### src/design/sts_pkg.sv
// Shared types and constants for the script token scanner.
// Packed payload structs, token kind codes, character codes and class functions.
// No dependencies.
package sts_pkg;

    typedef struct packed {
        logic [7:0] text_byte;
        logic       end_of_text;
    } scan_in_t;

    typedef struct packed {
        logic [3:0]  token_kind;
        logic [31:0] token_start;
        logic [31:0] token_length;
        logic [62:0] number_value;
        logic        last_of_run;
    } scan_tok_t;

    localparam logic [3:0] K_IF     = 4'd0;
    localparam logic [3:0] K_THEN   = 4'd1;
    localparam logic [3:0] K_ELSE   = 4'd2;
    localparam logic [3:0] K_END    = 4'd3;
    localparam logic [3:0] K_IDENT  = 4'd4;
    localparam logic [3:0] K_NUMBER = 4'd5;
    localparam logic [3:0] K_STRING = 4'd6;
    localparam logic [3:0] K_NEQ    = 4'd7;
    localparam logic [3:0] K_ASSIGN = 4'd8;
    localparam logic [3:0] K_DOT    = 4'd9;
    localparam logic [3:0] K_COMMA  = 4'd10;
    localparam logic [3:0] K_LPAREN = 4'd11;
    localparam logic [3:0] K_RPAREN = 4'd12;
    localparam logic [3:0] K_EOF    = 4'd13;
    localparam logic [3:0] K_ERROR  = 4'd14;

    localparam logic [7:0] CH_SPACE  = 8'h20;
    localparam logic [7:0] CH_TAB    = 8'h09;
    localparam logic [7:0] CH_CR     = 8'h0D;
    localparam logic [7:0] CH_LF     = 8'h0A;
    localparam logic [7:0] CH_APOS   = 8'h27;
    localparam logic [7:0] CH_DQUOTE = 8'h22;
    localparam logic [7:0] CH_LT     = 8'h3C;
    localparam logic [7:0] CH_GT     = 8'h3E;
    localparam logic [7:0] CH_EQ     = 8'h3D;
    localparam logic [7:0] CH_DOT    = 8'h2E;
    localparam logic [7:0] CH_COMMA  = 8'h2C;
    localparam logic [7:0] CH_LPAREN = 8'h28;
    localparam logic [7:0] CH_RPAREN = 8'h29;
    localparam logic [7:0] CH_UNDER  = 8'h5F;

    // Lower-case keyword text, first byte in the low byte
    localparam logic [31:0] KW_IF   = 32'h0000_6669;
    localparam logic [31:0] KW_THEN = 32'h6E65_6874;
    localparam logic [31:0] KW_ELSE = 32'h6573_6C65;
    localparam logic [31:0] KW_END  = 32'h0064_6E65;

    localparam logic [62:0] NUM_MAX = {63{1'b1}};
    localparam logic [31:0] LEN_MAX = {32{1'b1}};

    function automatic logic is_alpha(input logic [7:0] c);
        return (c >= 8'h41 && c <= 8'h5A) || (c >= 8'h61 && c <= 8'h7A);
    endfunction

    function automatic logic is_digit(input logic [7:0] c);
        return c >= 8'h30 && c <= 8'h39;
    endfunction

    function automatic logic is_word(input logic [7:0] c);
        return is_alpha(c) || is_digit(c) || c == CH_UNDER;
    endfunction

endpackage

### src/design/script_token_scanner_top.sv
// Script token scanner: byte-serial lexer for a small BASIC-like language.
// Depends on sts_pkg (payload structs, kind codes, character classes).
//
// Takes one text byte per transfer and delivers tokens (kind, start, length,
// number value). An input transfer is taken into an input register; from there
// combinational logic updates the scanner state and loads the result register,
// which holds the up to two tokens that the byte causes. Results leave one per
// cycle while out_ready is high, so a byte giving one token or none sustains one
// byte per cycle; a byte giving two (a token closed by a delimiter or error
// token, or by end of input) holds off the next byte while both are held. Each
// byte passes the input register and then the result register. After an eof
// or error token all input is taken and dropped until reset.
module script_token_scanner_top #(
    parameter int POSITION_BITS = 32
) (
    input  logic               clk,
    input  logic               rst_n,
    input  logic               in_valid,
    output logic               in_ready,
    input  sts_pkg::scan_in_t  in_data,
    output logic               out_valid,
    input  logic               out_ready,
    output sts_pkg::scan_tok_t out_data
);
    import sts_pkg::*;

    typedef enum logic [2:0] {
        M_IDLE, M_IDENT, M_NUMBER, M_STRING, M_COMMENT, M_LESS, M_DONE, M_ERROR
    } mode_t;

    localparam logic [POSITION_BITS-1:0] POS_ONE = POSITION_BITS'(1);

    function automatic logic [31:0] low32(input logic [POSITION_BITS-1:0] p);
        logic [63:0] w;
        w = 64'(p);
        return w[31:0];
    endfunction

    // input register
    logic     in_valid_reg;
    scan_in_t in_data_reg;

    // scanner state
    mode_t                    mode_reg, mode_next;
    logic [POSITION_BITS-1:0] position_reg, position_next;
    logic [POSITION_BITS-1:0] open_start_reg, open_start_next;
    logic [31:0]              open_length_reg, open_length_next;
    logic [62:0]              acc_reg, acc_next;
    logic [31:0]              prefix_reg, prefix_next;

    // result register: up to two tokens
    scan_tok_t  slot0_reg, slot1_reg;
    logic [1:0] count_reg;

    scan_tok_t  tok0, tok1, tok_close, tok_idle;
    logic [1:0] nres;
    logic       close_emit, idle_run, idle_emit;
    logic       process, can_load, out_fire;
    logic [7:0] c;
    logic       is_end;
    logic [66:0] acc_times10;
    logic [3:0]  kind_ident;

    assign c      = in_data_reg.text_byte;
    assign is_end = in_data_reg.end_of_text || (c == 8'h00);

    assign out_valid = (count_reg != 2'd0);
    assign out_data  = slot0_reg;
    assign out_fire  = out_valid && out_ready;
    assign can_load  = (count_reg == 2'd0) || (count_reg == 2'd1 && out_fire);
    assign process   = in_valid_reg && can_load;
    assign in_ready  = !in_valid_reg || process;

    assign acc_times10 = ({4'b0, acc_reg} << 3) + ({4'b0, acc_reg} << 1)
                         + {63'b0, c[3:0]};

    always_comb
    begin
        kind_ident = K_IDENT;
        if (open_length_reg == 32'd2 && prefix_reg == KW_IF)
            kind_ident = K_IF;
        else if (open_length_reg == 32'd4 && prefix_reg == KW_THEN)
            kind_ident = K_THEN;
        else if (open_length_reg == 32'd4 && prefix_reg == KW_ELSE)
            kind_ident = K_ELSE;
        else if (open_length_reg == 32'd3 && prefix_reg == KW_END)
            kind_ident = K_END;
    end

    always_comb
    begin
        mode_next        = mode_reg;
        open_start_next  = open_start_reg;
        open_length_next = open_length_reg;
        acc_next         = acc_reg;
        prefix_next      = prefix_reg;
        position_next    = position_reg;
        tok_close        = '0;
        tok_idle         = '0;
        close_emit       = 1'b0;
        idle_run         = 1'b0;
        idle_emit        = 1'b0;

        tok_close.token_start  = low32(open_start_reg);
        tok_close.token_length = open_length_reg;

        unique case (mode_reg)
            M_DONE, M_ERROR: ;
            M_IDENT:
            begin
                if (!is_end && is_word(c))
                begin
                    if (open_length_reg < 32'd4)
                        prefix_next[8*open_length_reg[1:0] +: 8] =
                            is_alpha(c) ? (c | 8'h20) : c;
                    if (open_length_reg != LEN_MAX)
                        open_length_next = open_length_reg + 32'd1;
                end
                else
                begin
                    tok_close.token_kind = kind_ident;
                    close_emit = 1'b1;
                    idle_run   = 1'b1;
                end
            end
            M_NUMBER:
            begin
                if (!is_end && is_digit(c))
                begin
                    acc_next = (acc_times10 > {4'b0, NUM_MAX}) ? NUM_MAX : acc_times10[62:0];
                    if (open_length_reg != LEN_MAX)
                        open_length_next = open_length_reg + 32'd1;
                end
                else
                begin
                    tok_close.token_kind   = K_NUMBER;
                    tok_close.number_value = acc_reg;
                    close_emit = 1'b1;
                    idle_run   = 1'b1;
                end
            end
            M_STRING:
            begin
                tok_close.token_kind = K_STRING;
                if (is_end)
                begin
                    close_emit = 1'b1;
                    idle_run   = 1'b1;
                end
                else if (c == CH_DQUOTE)
                begin
                    close_emit = 1'b1;
                    mode_next  = M_IDLE;
                end
                else if (open_length_reg != LEN_MAX)
                    open_length_next = open_length_reg + 32'd1;
            end
            M_COMMENT:
            begin
                if (is_end)
                    idle_run = 1'b1;
                else if (c == CH_LF)
                    mode_next = M_IDLE;
            end
            M_LESS:
            begin
                close_emit = 1'b1;
                if (!is_end && c == CH_GT)
                begin
                    tok_close.token_kind   = K_NEQ;
                    tok_close.token_length = 32'd2;
                    mode_next = M_IDLE;
                end
                else
                begin
                    tok_close.token_kind   = K_ERROR;
                    tok_close.token_length = 32'd1;
                    mode_next = M_ERROR;
                end
            end
            default: idle_run = 1'b1;
        endcase

        // scan from the idle mode, possibly straight after closing a token
        if (idle_run)
        begin
            mode_next              = M_IDLE;
            tok_idle.token_start   = low32(position_reg);
            tok_idle.token_length  = 32'd1;
            if (is_end)
            begin
                tok_idle.token_kind   = K_EOF;
                tok_idle.token_length = 32'd0;
                idle_emit = 1'b1;
                mode_next = M_DONE;
            end
            else if (!(c == CH_SPACE || c == CH_TAB || c == CH_CR || c == CH_LF))
            begin
                open_start_next  = position_reg;
                open_length_next = 32'd0;
                acc_next         = '0;
                prefix_next      = '0;
                if (c == CH_APOS)
                    mode_next = M_COMMENT;
                else if (is_alpha(c) || c == CH_UNDER)
                begin
                    prefix_next      = {24'b0, is_alpha(c) ? (c | 8'h20) : c};
                    open_length_next = 32'd1;
                    mode_next        = M_IDENT;
                end
                else if (is_digit(c))
                begin
                    acc_next         = {59'b0, c[3:0]};
                    open_length_next = 32'd1;
                    mode_next        = M_NUMBER;
                end
                else if (c == CH_DQUOTE)
                begin
                    open_start_next = position_reg + POS_ONE;
                    mode_next       = M_STRING;
                end
                else if (c == CH_LT)
                    mode_next = M_LESS;
                else
                begin
                    idle_emit = 1'b1;
                    case (c)
                        CH_EQ:     tok_idle.token_kind = K_ASSIGN;
                        CH_DOT:    tok_idle.token_kind = K_DOT;
                        CH_COMMA:  tok_idle.token_kind = K_COMMA;
                        CH_LPAREN: tok_idle.token_kind = K_LPAREN;
                        CH_RPAREN: tok_idle.token_kind = K_RPAREN;
                        default:
                        begin
                            tok_idle.token_kind = K_ERROR;
                            mode_next = M_ERROR;
                        end
                    endcase
                end
            end
        end

        if (!is_end && mode_reg != M_DONE && mode_reg != M_ERROR)
            position_next = position_reg + POS_ONE;
    end

    // pack the tokens into result order and mark the last one
    always_comb
    begin
        tok0 = tok_close;
        tok1 = tok_idle;
        nres = 2'({1'b0, close_emit} + {1'b0, idle_emit});
        if (!close_emit)
            tok0 = tok_idle;
        if (nres == 2'd2)
            tok1.last_of_run = 1'b1;
        else
            tok0.last_of_run = 1'b1;
    end

    always_ff @(posedge clk or negedge rst_n)
    begin
        if (!rst_n)
        begin
            in_valid_reg    <= 1'b0;
            in_data_reg     <= '0;
            count_reg       <= 2'd0;
            slot0_reg       <= '0;
            slot1_reg       <= '0;
            mode_reg        <= M_IDLE;
            position_reg    <= '0;
            open_start_reg  <= '0;
            open_length_reg <= '0;
            acc_reg         <= '0;
            prefix_reg      <= '0;
        end
        else
        begin
            if (in_ready)
                in_valid_reg <= in_valid;
            if (in_ready && in_valid)
                in_data_reg <= in_data;
            if (process)
            begin
                mode_reg        <= mode_next;
                position_reg    <= position_next;
                open_start_reg  <= open_start_next;
                open_length_reg <= open_length_next;
                acc_reg         <= acc_next;
                prefix_reg      <= prefix_next;
                count_reg       <= nres;
                slot0_reg       <= tok0;
                slot1_reg       <= tok1;
            end
            else if (out_fire)
            begin
                count_reg <= count_reg - 2'd1;
                slot0_reg <= slot1_reg;
            end
        end
    end

    a_count_range: assert property (@(posedge clk) disable iff (!rst_n)
        count_reg != 2'd3)
        else $error("result count out of range");

    a_pair_last: assert property (@(posedge clk) disable iff (!rst_n)
        count_reg == 2'd2 |-> !slot0_reg.last_of_run && slot1_reg.last_of_run)
        else $error("token pair marked wrongly");

    a_halt_quiet: assert property (@(posedge clk) disable iff (!rst_n)
        process && (mode_reg == M_DONE || mode_reg == M_ERROR) |-> nres == 2'd0)
        else $error("token after eof or error");

    a_halt_sticky: assert property (@(posedge clk) disable iff (!rst_n)
        mode_reg == M_DONE || mode_reg == M_ERROR |=> $stable(mode_reg))
        else $error("left halted mode before reset");

    a_eof_done: assert property (@(posedge clk) disable iff (!rst_n)
        process && idle_emit && tok_idle.token_kind == K_EOF |=> mode_reg == M_DONE)
        else $error("eof without done mode");

endmodule
### config.mk
export PLATFORM = sky130hd
export DESIGN_NAME = script_token_scanner_top
export DESIGN_NICKNAME = d
export VERILOG_FILES = /design/src/design/sts_pkg.sv /design/src/design/script_token_scanner_top.sv
export SDC_FILE = /design/constraint.sdc
export NUM_CORES = 1
export LEC_CHECK = 0
export ABC_AREA = 0
export BUFFER_PORTS_ARGS = -buffer_cell sky130_fd_sc_hd__buf_2
export CAP_MARGIN = 0
export CORE_ASPECT_RATIO = 1.5
export CORE_MARGIN = 10
export CORE_UTILIZATION = 61
export CTS_CLUSTER_SIZE = 14
export DETAILED_ROUTE_END_ITERATION = 6
export PLACE_DENSITY = 0.8
export SYNTH_ARGS = -nofsm -noshare
export SYNTH_HDL_FRONTEND = slang
export SYNTH_SLANG_ARGS = --single-unit
### constraint.sdc
create_clock -name clk -period 7.8 [get_ports clk]
set_input_delay 0.39 -clock clk [delete_from_list [all_inputs] [get_ports clk]]
set_output_delay 0.39 -clock clk [all_outputs]
set_load 0.05 [all_outputs]
* Word-level counts from Yosys, hierarchy flattened *
Cells that the tools add are included.

cells by class
  add/subtract/negate cells = 7
  order comparisons = 8
  equal/unequal tests = 37
  shifts and indexed selects = 2
  mux-type cells = 94
  bitwise operators = 2
  reductions and logical operators = 39

operator list
  operator                   number
  $mux W32                   19
  $mux W63                   8
  $mux W132                  3
  $pmux W32 S3               1
  $eq A8 B6 Y1 const B       10
  $mux W68                   1
  $add A66 B64 Y67           1
  $add A67 B4 Y67            1
  $gt A67 B63 Y1 const B     1
  $add A32 B1 Y32 const B    2
  $eq A32 B2 Y1 const B      2
  $eq A32 B31 Y1 const B     2
  $mux W4                    14
  $mux W3                    17
  $neg A5 Y34                1
  $shift A8 B34 Y32 const A  1
  $shiftx A8 B34 Y32         1
  $bwmux W32                 1
  $eq A32 B15 Y1 const B     1
  $eq A32 B23 Y1 const B     1
  $eq A32 B3 Y1 const B      1
  $lt A32 B3 Y1 const B      1
  $ne A32 B32 Y1 const B     1
  $eq A8 B4 Y1 const B       3
  35 further kinds           95

storage, ports and cells
  flip-flop bits (word level) = 407
  input port bits = 13
  output and inout bits = 134
  logic and storage cells = 208

* Logic depth before layout (Yosys ltp) *
Gate-level depths: netlist of the first run.

  depth after elaboration = 13
  mapped depth = 17
  depth with buffers taken out = 14

* Least setup slack after synthesis of the first run *
No wires, ideal clock.

  path kind = reg-to-reg
  start = reg in_data_reg, in the netlist c[3]
  end = reg acc_reg[0]
  library setup time = 130 ps
  data arrival time = 3551 ps
  required time = 7670 ps
  slack = 4120 ps
  cell stages (with the launch flop) = 18
  cell sequence = dfrtp_1 buf_2 inv_1 fa_1 inv_1 ha_1 a21oi_1 nor2b_1 a311o_1 a21oi_4 o31a_1 a31oi_1 mux2_2 a21o_1 buf_4 buf_6 nor3_1 o22ai_1

on the way
  cells in the longest elaborated chain, start to end = 9
  elaborated cells between the ends (all ways) = 42
  classes of those cells = add/sub (1); order compare (7); eq/ne (6); mux (13); reduce/logical (15)

RTL lines
  item                                                     line                             source
  from (decl)                                              script_token_scanner_top.sv:41   scan_in_t in_data_reg;
  from (signal assigned)                                   script_token_scanner_top.sv:282  in_data_reg <= in_data;
  branches (longest 8 deep; another with $add A67 B4 Y67)  n/a
  $mux W63 *                                               script_token_scanner_top.sv:185  if (idle_run)
  to (signal assigned)                                     script_token_scanner_top.sv:289  acc_reg <= acc_next;
  to (decl)                                                script_token_scanner_top.sv:48   logic [62:0] acc_reg, acc_next;

Every way passes the cells marked *.
A chain may end at the register's enable or synchronous reset.

* Worst setup path in the final report of the first run *
  start = reg in_data_reg, in the netlist c[3]
  end = reg acc_reg[54]

on the way
  cells in the longest elaborated chain, start to end = 9
  elaborated cells between the ends (all ways) = 37
  classes of those cells = add/sub (1); order compare (7); eq/ne (5); mux (10); reduce/logical (14)

RTL lines
  item                                                     line
  branches (longest 8 deep; another with $add A67 B4 Y67)  n/a
  $mux W63 *                                               script_token_scanner_top.sv:185

Marked as above.

==> results of run 1 <==
[layer usage]
layer  GRT usage, %  part of all wire, %  vias to the layer above
li1               -                    -                     8898
met1          30.81                   39                     9395
met2          47.95                   51                      686
met3          3.752                  5.4                      182
met4          12.92                  4.6                        4
met5              0                0.035                        -
[stage by stage]
step	utilization, %	total power, mW	cell area [um2]	setup slack (ps)
after floorplan	-	4.434	22020	4120
after global placement	63.84	5.024	22810	2953
after detailed placement	63.84	5.109	22810	2748
after CTS	67.55	7.050	24140	2743
after global routing	67.55	7.417	24140	2377
final	67.56	7.044	24140	2717
[power by group through the flow]
stage	registers [mW]	logic [mW]	clock network, mW
6_report	2.58	2.52	1.94
3_3_place_gp	2.59	2.43	0
4_1_cts	2.58	2.52	1.96
2_1_floorplan	2.74	1.70	0
5_1_grt	2.62	2.76	2.04
3_5_place_dp	2.61	2.50	0
[timing repair]
| item | 4_1_cts | 5_1_grt |
|---|---|---|
| setup endpoints to repair | 0 | 0 |
| resized for setup | 0 | 0 |
| endpoints found under the hold margin | 81 | 0 |
| hold buffers | 1 | 0 |
[worst max path at each step]
stage / to / start
3_3_place_gp: acc_reg[54] / c[3]
2_1_floorplan: acc_reg[0] / c[3]
3_5_place_dp: acc_reg[54] / c[3]
5_1_grt: acc_reg[58] / c[3]
6_report: acc_reg[54] / c[3]
4_1_cts: acc_reg[54] / c[3]
[cells in the final DEF (no fill, tap or decap), types with 29 or more instances in the layout]
cell and n:
dfrtp_1 376, nand2_1 342, nor2_1 181, o21ai_0 165, a21oi_1 164, buf_2 145, ha_1 135, a22o_1 128
o21ai_1 90, nor3_1 75, xnor2_1 65, xor2_1 51, a211oi_1 44, inv_1 41, nand3_1 41, clkbuf_16 37
nand4_1 35, a21o_1 29
[area by class of cell]
type | instances | area [um2] | share of cell area (%)
Antenna cell | 1 | 2.502 | 0.01037
Clock buffer | 53 | 1096 | 4.540
Clock inverter | 12 | 219.0 | 0.9070
Inverter | 41 | 153.9 | 0.6375
Multi-Input combinational cell | 1862 | 11790 | 48.85
Sequential cell | 376 | 9409 | 38.98
Tap cell | 478 | 598.1 | 2.477
Timing Repair Buffer | 161 | 868.3 | 3.597
[Yosys cell counts, types with 51 or more instances]
| master | count | share of area (%) |
|---|---|---|
| o21ai_1 | 90 | 2.0 |
| a22o_1 | 128 | 5.1 |
| clkbuf_1 | 102 | 1.7 |
| o21ai_0 | 165 | 3.8 |
| xor2_1 | 51 | 2.0 |
| dfrtp_1 | 376 | 43 |
| ha_1 | 135 | 7.7 |
| a21oi_1 | 164 | 3.7 |
| nor3_1 | 75 | 1.7 |
| xnor2_1 | 65 | 2.6 |
| nand2_1 | 343 | 5.8 |
| nor2_1 | 183 | 3.1 |
[cells by family (layout without fill, tap and decap cells)]
kind of cell	Yosys count	count (layout)
adder cells (fa/ha/maj)	137	137
buffers and inverters	197	267
AO/OA/AOI/OAI	760	760
flip-flops	376	376
AND/OR/NAND/NOR	837	837
other	0	1
multiplexers	11	11
XOR/XNOR	117	117
==> impl_metrics.csv, run 1 <==
group,metric,value,unit
status,outcome,"finished, final reports clean",
global_route,grt_pass1_wl,98640,um
sta,rsz0062_at_grt,"no",
die,start_util,61.62,%
critical_path,r2r_slack,2720,ps
yosys,yosys.area_share.adder,7.853,%
critical_path,cp-start-kind,"flop",
drt,vias_per_cell,6.423,
die,core,35730,um2
drt,drcViolationCount,0,
critical_path,path_delay_family,"compound AO/OA/AOI/OAI gates",
placed_design,io_buffers,146,
clocking,clkTransAtPathRegs,70,ps
die,dieArea,44250,um2
hold_path,min_to,"in_valid_reg",
hold_path,min_path_type,"input port to flop",
critical_path,timing.rr.end,"acc_reg[54]",
sta,report.final.hold_viol_count,0,
yosys,yosysSeqAreaShare,42.73,%
power_and_ir_drop,clkPwrFrac,27.6,%
hold_path,hold_depth,2,
placed_design,dp.cells,2917,
clocking,cts.sinks,376,
yosys,synthCells,2435,
clocking,cts_buffer_depth,3,
drt,ant_nets,0,
hold_path,hp-start,"in_valid",
critical_path,crit_type,"flop to flop",
yosys,synthArstFlopShare,100.0,%
critical_path,cp.depth,14,
power_and_ir_drop,internal_power,4.082,mW
yosys,synth-xor-area-share,4.739,%
critical_path,crit_chain,"inv_1 -> fa_1 -> fa_1 -> nand2b_1 -> a21oi_1 -> o211ai_1 -> a211oi_1 -> o2111ai_1 -> nand4_1 -> mux2_2 -> a21o_1 -> buf_4 -> nor4_1 -> o21ai_0",
power_and_ir_drop,leakage,11.36,nW
die,die_w,175.1,um
yosys,synth_top_family_by_area,"compound AO/OA/AOI/OAI gates",
critical_path,critPathArrivalTime,5530,ps
clocking,postCtsSetupBuffers,0,
yosys,yosysWarnings,0,
power_and_ir_drop,pwr-share-seq,36.7,%
power_and_ir_drop,combPwrFrac,35.7,%
layout,drive_gt1_share,10.82,%
sta,clock_skew,13.44,ps
yosys,synth.avg_cell_area,9.043,um2
layout,fin_cells,2984,
global_route,antenna_found_initial,3,
yosys,netlist_area,22020,um2
sta,worstMarginPinSlew,1250,ps
yosys,muxShareOfSynthArea,0.5398,%
yosys,synth_top_flop_cell,"dfrtp_1",
power_and_ir_drop,switching_share,42.05,%
sta,max_freq,196.7,MHz
placed_design,dp_hpwl,42030,um
clocking,tritoncts,"built",
layout,finalNetCount,2629,
sta,period_share,65.17,%
sta,finalSetupViolCount,0,
yosys,synth_simple_gate_area_share,17.84,%
clocking,htreeDepth,2,
critical_path,slowest_delay,710,ps
power_and_ir_drop,p_sw,2.962,mW
global_route,grt_max_degree,143,
power_and_ir_drop,power_density,291.8,nW/um2
die,num_rows,85,
critical_path,rr_worst_depth,14,
layout,fillCellCount,2907,
yosys,syn_nets,2585,
global_route,grt_usage,26.80,%
drt,routedWlPerCell,20.23,um
sta,min_period,5083,ps
critical_path,critPathMaxFanout,41,
yosys,synth_edf_count,0,
clocking,cts_buffers,37,
placed_design,place_congestion,0.9695,
clocking,clock_latency,550,ps
critical_path,path_buf_inv,2,
critical_path,worstReg2RegStart,"c[3]",
sta,finalSetupTns,0,ps
sta,max_slew_margin,16.60,%
layout,area_growth,9.631,%
die,num_io_pins,147,
power_and_ir_drop,vdd_drop_max,428.7,uV
drt,drt-initial-drc-count,1611,
sta,hold_ws,47.66,ps
global_route,grt_pass1_vias,19130,
critical_path,critPathCaptureType,"flop",
critical_path,required,8250,ps
sta,final_max_slew_viol_count,0,
yosys,ys_ff_latch,376,
yosys,synth_cell_types,94,
drt,first_pass_iters,7,
critical_path,slowest_stage,"dfrtp_1",
layout,largest_reg_flops,132,
die,die_y,252.7,um
drt,vias,19170,
drt,wl,60370,um
clocking,root_buffer,"clkbuf_16",
critical_path,crit_path_frequent_cell,"fa_1",
global_route,overflow,0,
job,cap_viol_max_count,0,
yosys,synth_compound_area_share,22.39,%
(Power assumes the default switching activity.)
==> inputs of run 2 (changes only) <==
==> constraint.sdc (replaced) <==
create_clock -name clk -period 5.1 [get_ports clk]
set_input_delay 0.255 -clock clk [delete_from_list [all_inputs] [get_ports clk]]
set_output_delay 0.255 -clock clk [all_outputs]
set_load 0.05 [all_outputs]
==> impl_metrics.csv, run 2 (synthesis gave the netlist of run 1 again) <==
group,metric,value,unit
status,outcome,"finished, final reports clean",
placed_design,dp.cells,2928,
clocking,clkTransAtPathRegs,60,ps
placed_design,io_buffers,146,
critical_path,critPathMaxFanout,29,
layout,largest_reg_flops,132,
clocking,cts_buffer_depth,3,
global_route,grt_pass1_wl,98720,um
die,num_io_pins,147,
global_route,grt_max_degree,119,
sta,rsz0062_at_grt,"no",
global_route,overflow,0,
layout,layout_common_cells,"dfrtp_1 (376), nand2_1 (342), nor2_1 (181)",
die,dieArea,44250,um2
critical_path,timing.rr.end,"acc_reg[54]",
clocking,postCtsSetupBuffers,0,
layout,area_growth,10.21,%
clocking,clock_latency,550,ps
die,core,35730,um2
hold_path,hold_depth,4,
clocking,post_cts_resized,0,
die,die_y,252.7,um
critical_path,r2r_slack,470,ps
drt,ant_nets,0,
power_and_ir_drop,power_density,441.0,nW/um2
layout,final_area,24270,um2
sta,final_max_slew_viol_count,0,
global_route,antenna_found_initial,1,
drt,drt-initial-drc-count,1686,
clocking,root_buffer,"clkbuf_16",
global_route,grt_usage,26.72,%
drt,first_pass_iters,6,
critical_path,critPathCaptureType,"flop",
drt,wl,60380,um
layout,drive_gt1_share,10.96,%
layout,layout_commonest_cell,"dfrtp_1",
critical_path,worstReg2RegStart,"acc_reg[41]",
critical_path,crit_chain,"ha_1 -> ha_1 -> nand4_1 -> nor4_1 -> a41oi_1 -> o211ai_1 -> a21oi_1 -> a31oi_1 -> mux2_2 -> a21o_1 -> buf_4 -> nor4_1 -> o21ai_0",
power_and_ir_drop,vdd_drop_max,785.5,uV
placed_design,dp_hpwl,41850,um
job,cap_viol_max_count,0,
placed_design,placed_area,22910,um2
clocking,htreeDepth,2,
layout,finalNetCount,2649,
sta,max_slew_margin,13.51,%
hold_path,min_to,"out_data[0]",
power_and_ir_drop,leakage,11.43,nW
die,num_rows,85,
critical_path,slowest_stage,"nor4_1",
critical_path,slowest_delay,710,ps
placed_design,place_congestion,1.008,
drt,vias,19240,
critical_path,required,5490,ps
critical_path,cp-start-kind,"flop",
critical_path,rr_worst_depth,13,
die,die_w,175.1,um
sta,clock_skew,21.11,ps
sta,finalSetupTns,0,ps
clocking,tritoncts,"built",
die,start_util,61.62,%
sta,hold_ws,257.1,ps
sta,period_share,90.72,%
critical_path,crit_type,"flop to flop",
hold_path,min_path_type,"input port to flop",
sta,finalSetupViolCount,0,
sta,report.final.hold_viol_count,0,
layout,fin_cells,3006,
drt,routedWlPerCell,20.09,um
global_route,grt_pass1_vias,19440,
sta,worstMarginPinSlew,1294,ps
sta,max_freq,216.1,MHz
sta,min_period,4627,ps
critical_path,path_delay_family,"simple AND/OR/NAND/NOR gates",
clocking,cts_buffers,36,
critical_path,path_buf_inv,1,
critical_path,critPathArrivalTime,5010,ps
clocking,cts.sinks,376,
drt,drcViolationCount,0,
layout,fillCellCount,2826,
drt,vias_per_cell,6.399,
hold_path,hp-start,"out_ready",
[run 2: changes by cell type in the layout (fill, tap and decap cells not counted)]
cell and change:
clkbuf_8 -2, clkinv_8 -2, inv_6 +2, bufinv_16 -1, clkinv_4 -2, clkbuf_1 +6, dlygate4sd3_1 +10, buf_4 +10
buf_12 +1
[run 2: worst register-to-register path: cells and delay by family, from the launching register on]
family	cells	cell delay, ps
mux	1	350
compound gates	6	1300
flops	1	480
simple gates	3	1330
fa+ha+maj	2	740
buf+inv	1	260
[run 2: power by group]
group	internal, mW	leakage [nW]	switching (mW)
Clock	1.68	0.612	1.17
Sequential	3.43	5.09	0.419
Combinational	1.11	5.73	2.90
[run 2: metal layers]
layer / vias to the layer above / share of wire (%) / GRT usage, %
li1: 8922 / - / -
met1: 9303 / 38 / 30.34
met2: 800 / 50 / 47.15
met3: 210 / 6.7 / 5.008
met4: 0 / 4.8 / 13.31
met5: - / 0 / 0
[run 2: layout make-up]
cell class / instances / area [um2] / area share, %
flip-flops and latches: 376 / 9409 / 38.77
diodes: 1 / 2.502 / 0.01031
well taps: 478 / 598.1 / 2.464
multi-input cells: 1862 / 11790 / 48.60
clock inverters: 9 / 156.4 / 0.6445
repair buffers: 182 / 1064 / 4.382
clock buffers: 57 / 1091 / 4.496
inverters: 41 / 153.9 / 0.6342
[run 2: how the worst max path moves through the flow]
stage / from / endpoint / slack [ps] / cells after the start
2_1_floorplan: c[3] / acc_reg[0] / 1420 / 17
3_3_place_gp: acc_reg[41] / acc_reg[59] / 780 / 13
3_5_place_dp: c[3] / acc_reg[37] / 700 / 15
4_1_cts: acc_reg[36] / acc_reg[54] / 680 / 13
5_1_grt: acc_reg[33] / acc_reg[54] / 330 / 13
6_report: acc_reg[41] / acc_reg[54] / 470 / 13
[run 2: repair_timing]
item | 4_1_cts | 5_1_grt
hold buffers | 11 | 0
setup endpoints to repair | 0 | 0
hold endpoints to repair | 113 | 0
[run 2: through the flow]
stage | util (%) | total power [mW] | setup slack, ps
final | 67.91 | 10.70 | 473.3
after global routing | 67.91 | 11.28 | 327.1
after CTS | 67.91 | 10.71 | 684.4
after detailed placement | 64.11 | 7.841 | 700.8
after global placement | 64.11 | 7.700 | 781.9
after floorplan | - | 6.781 | 1420
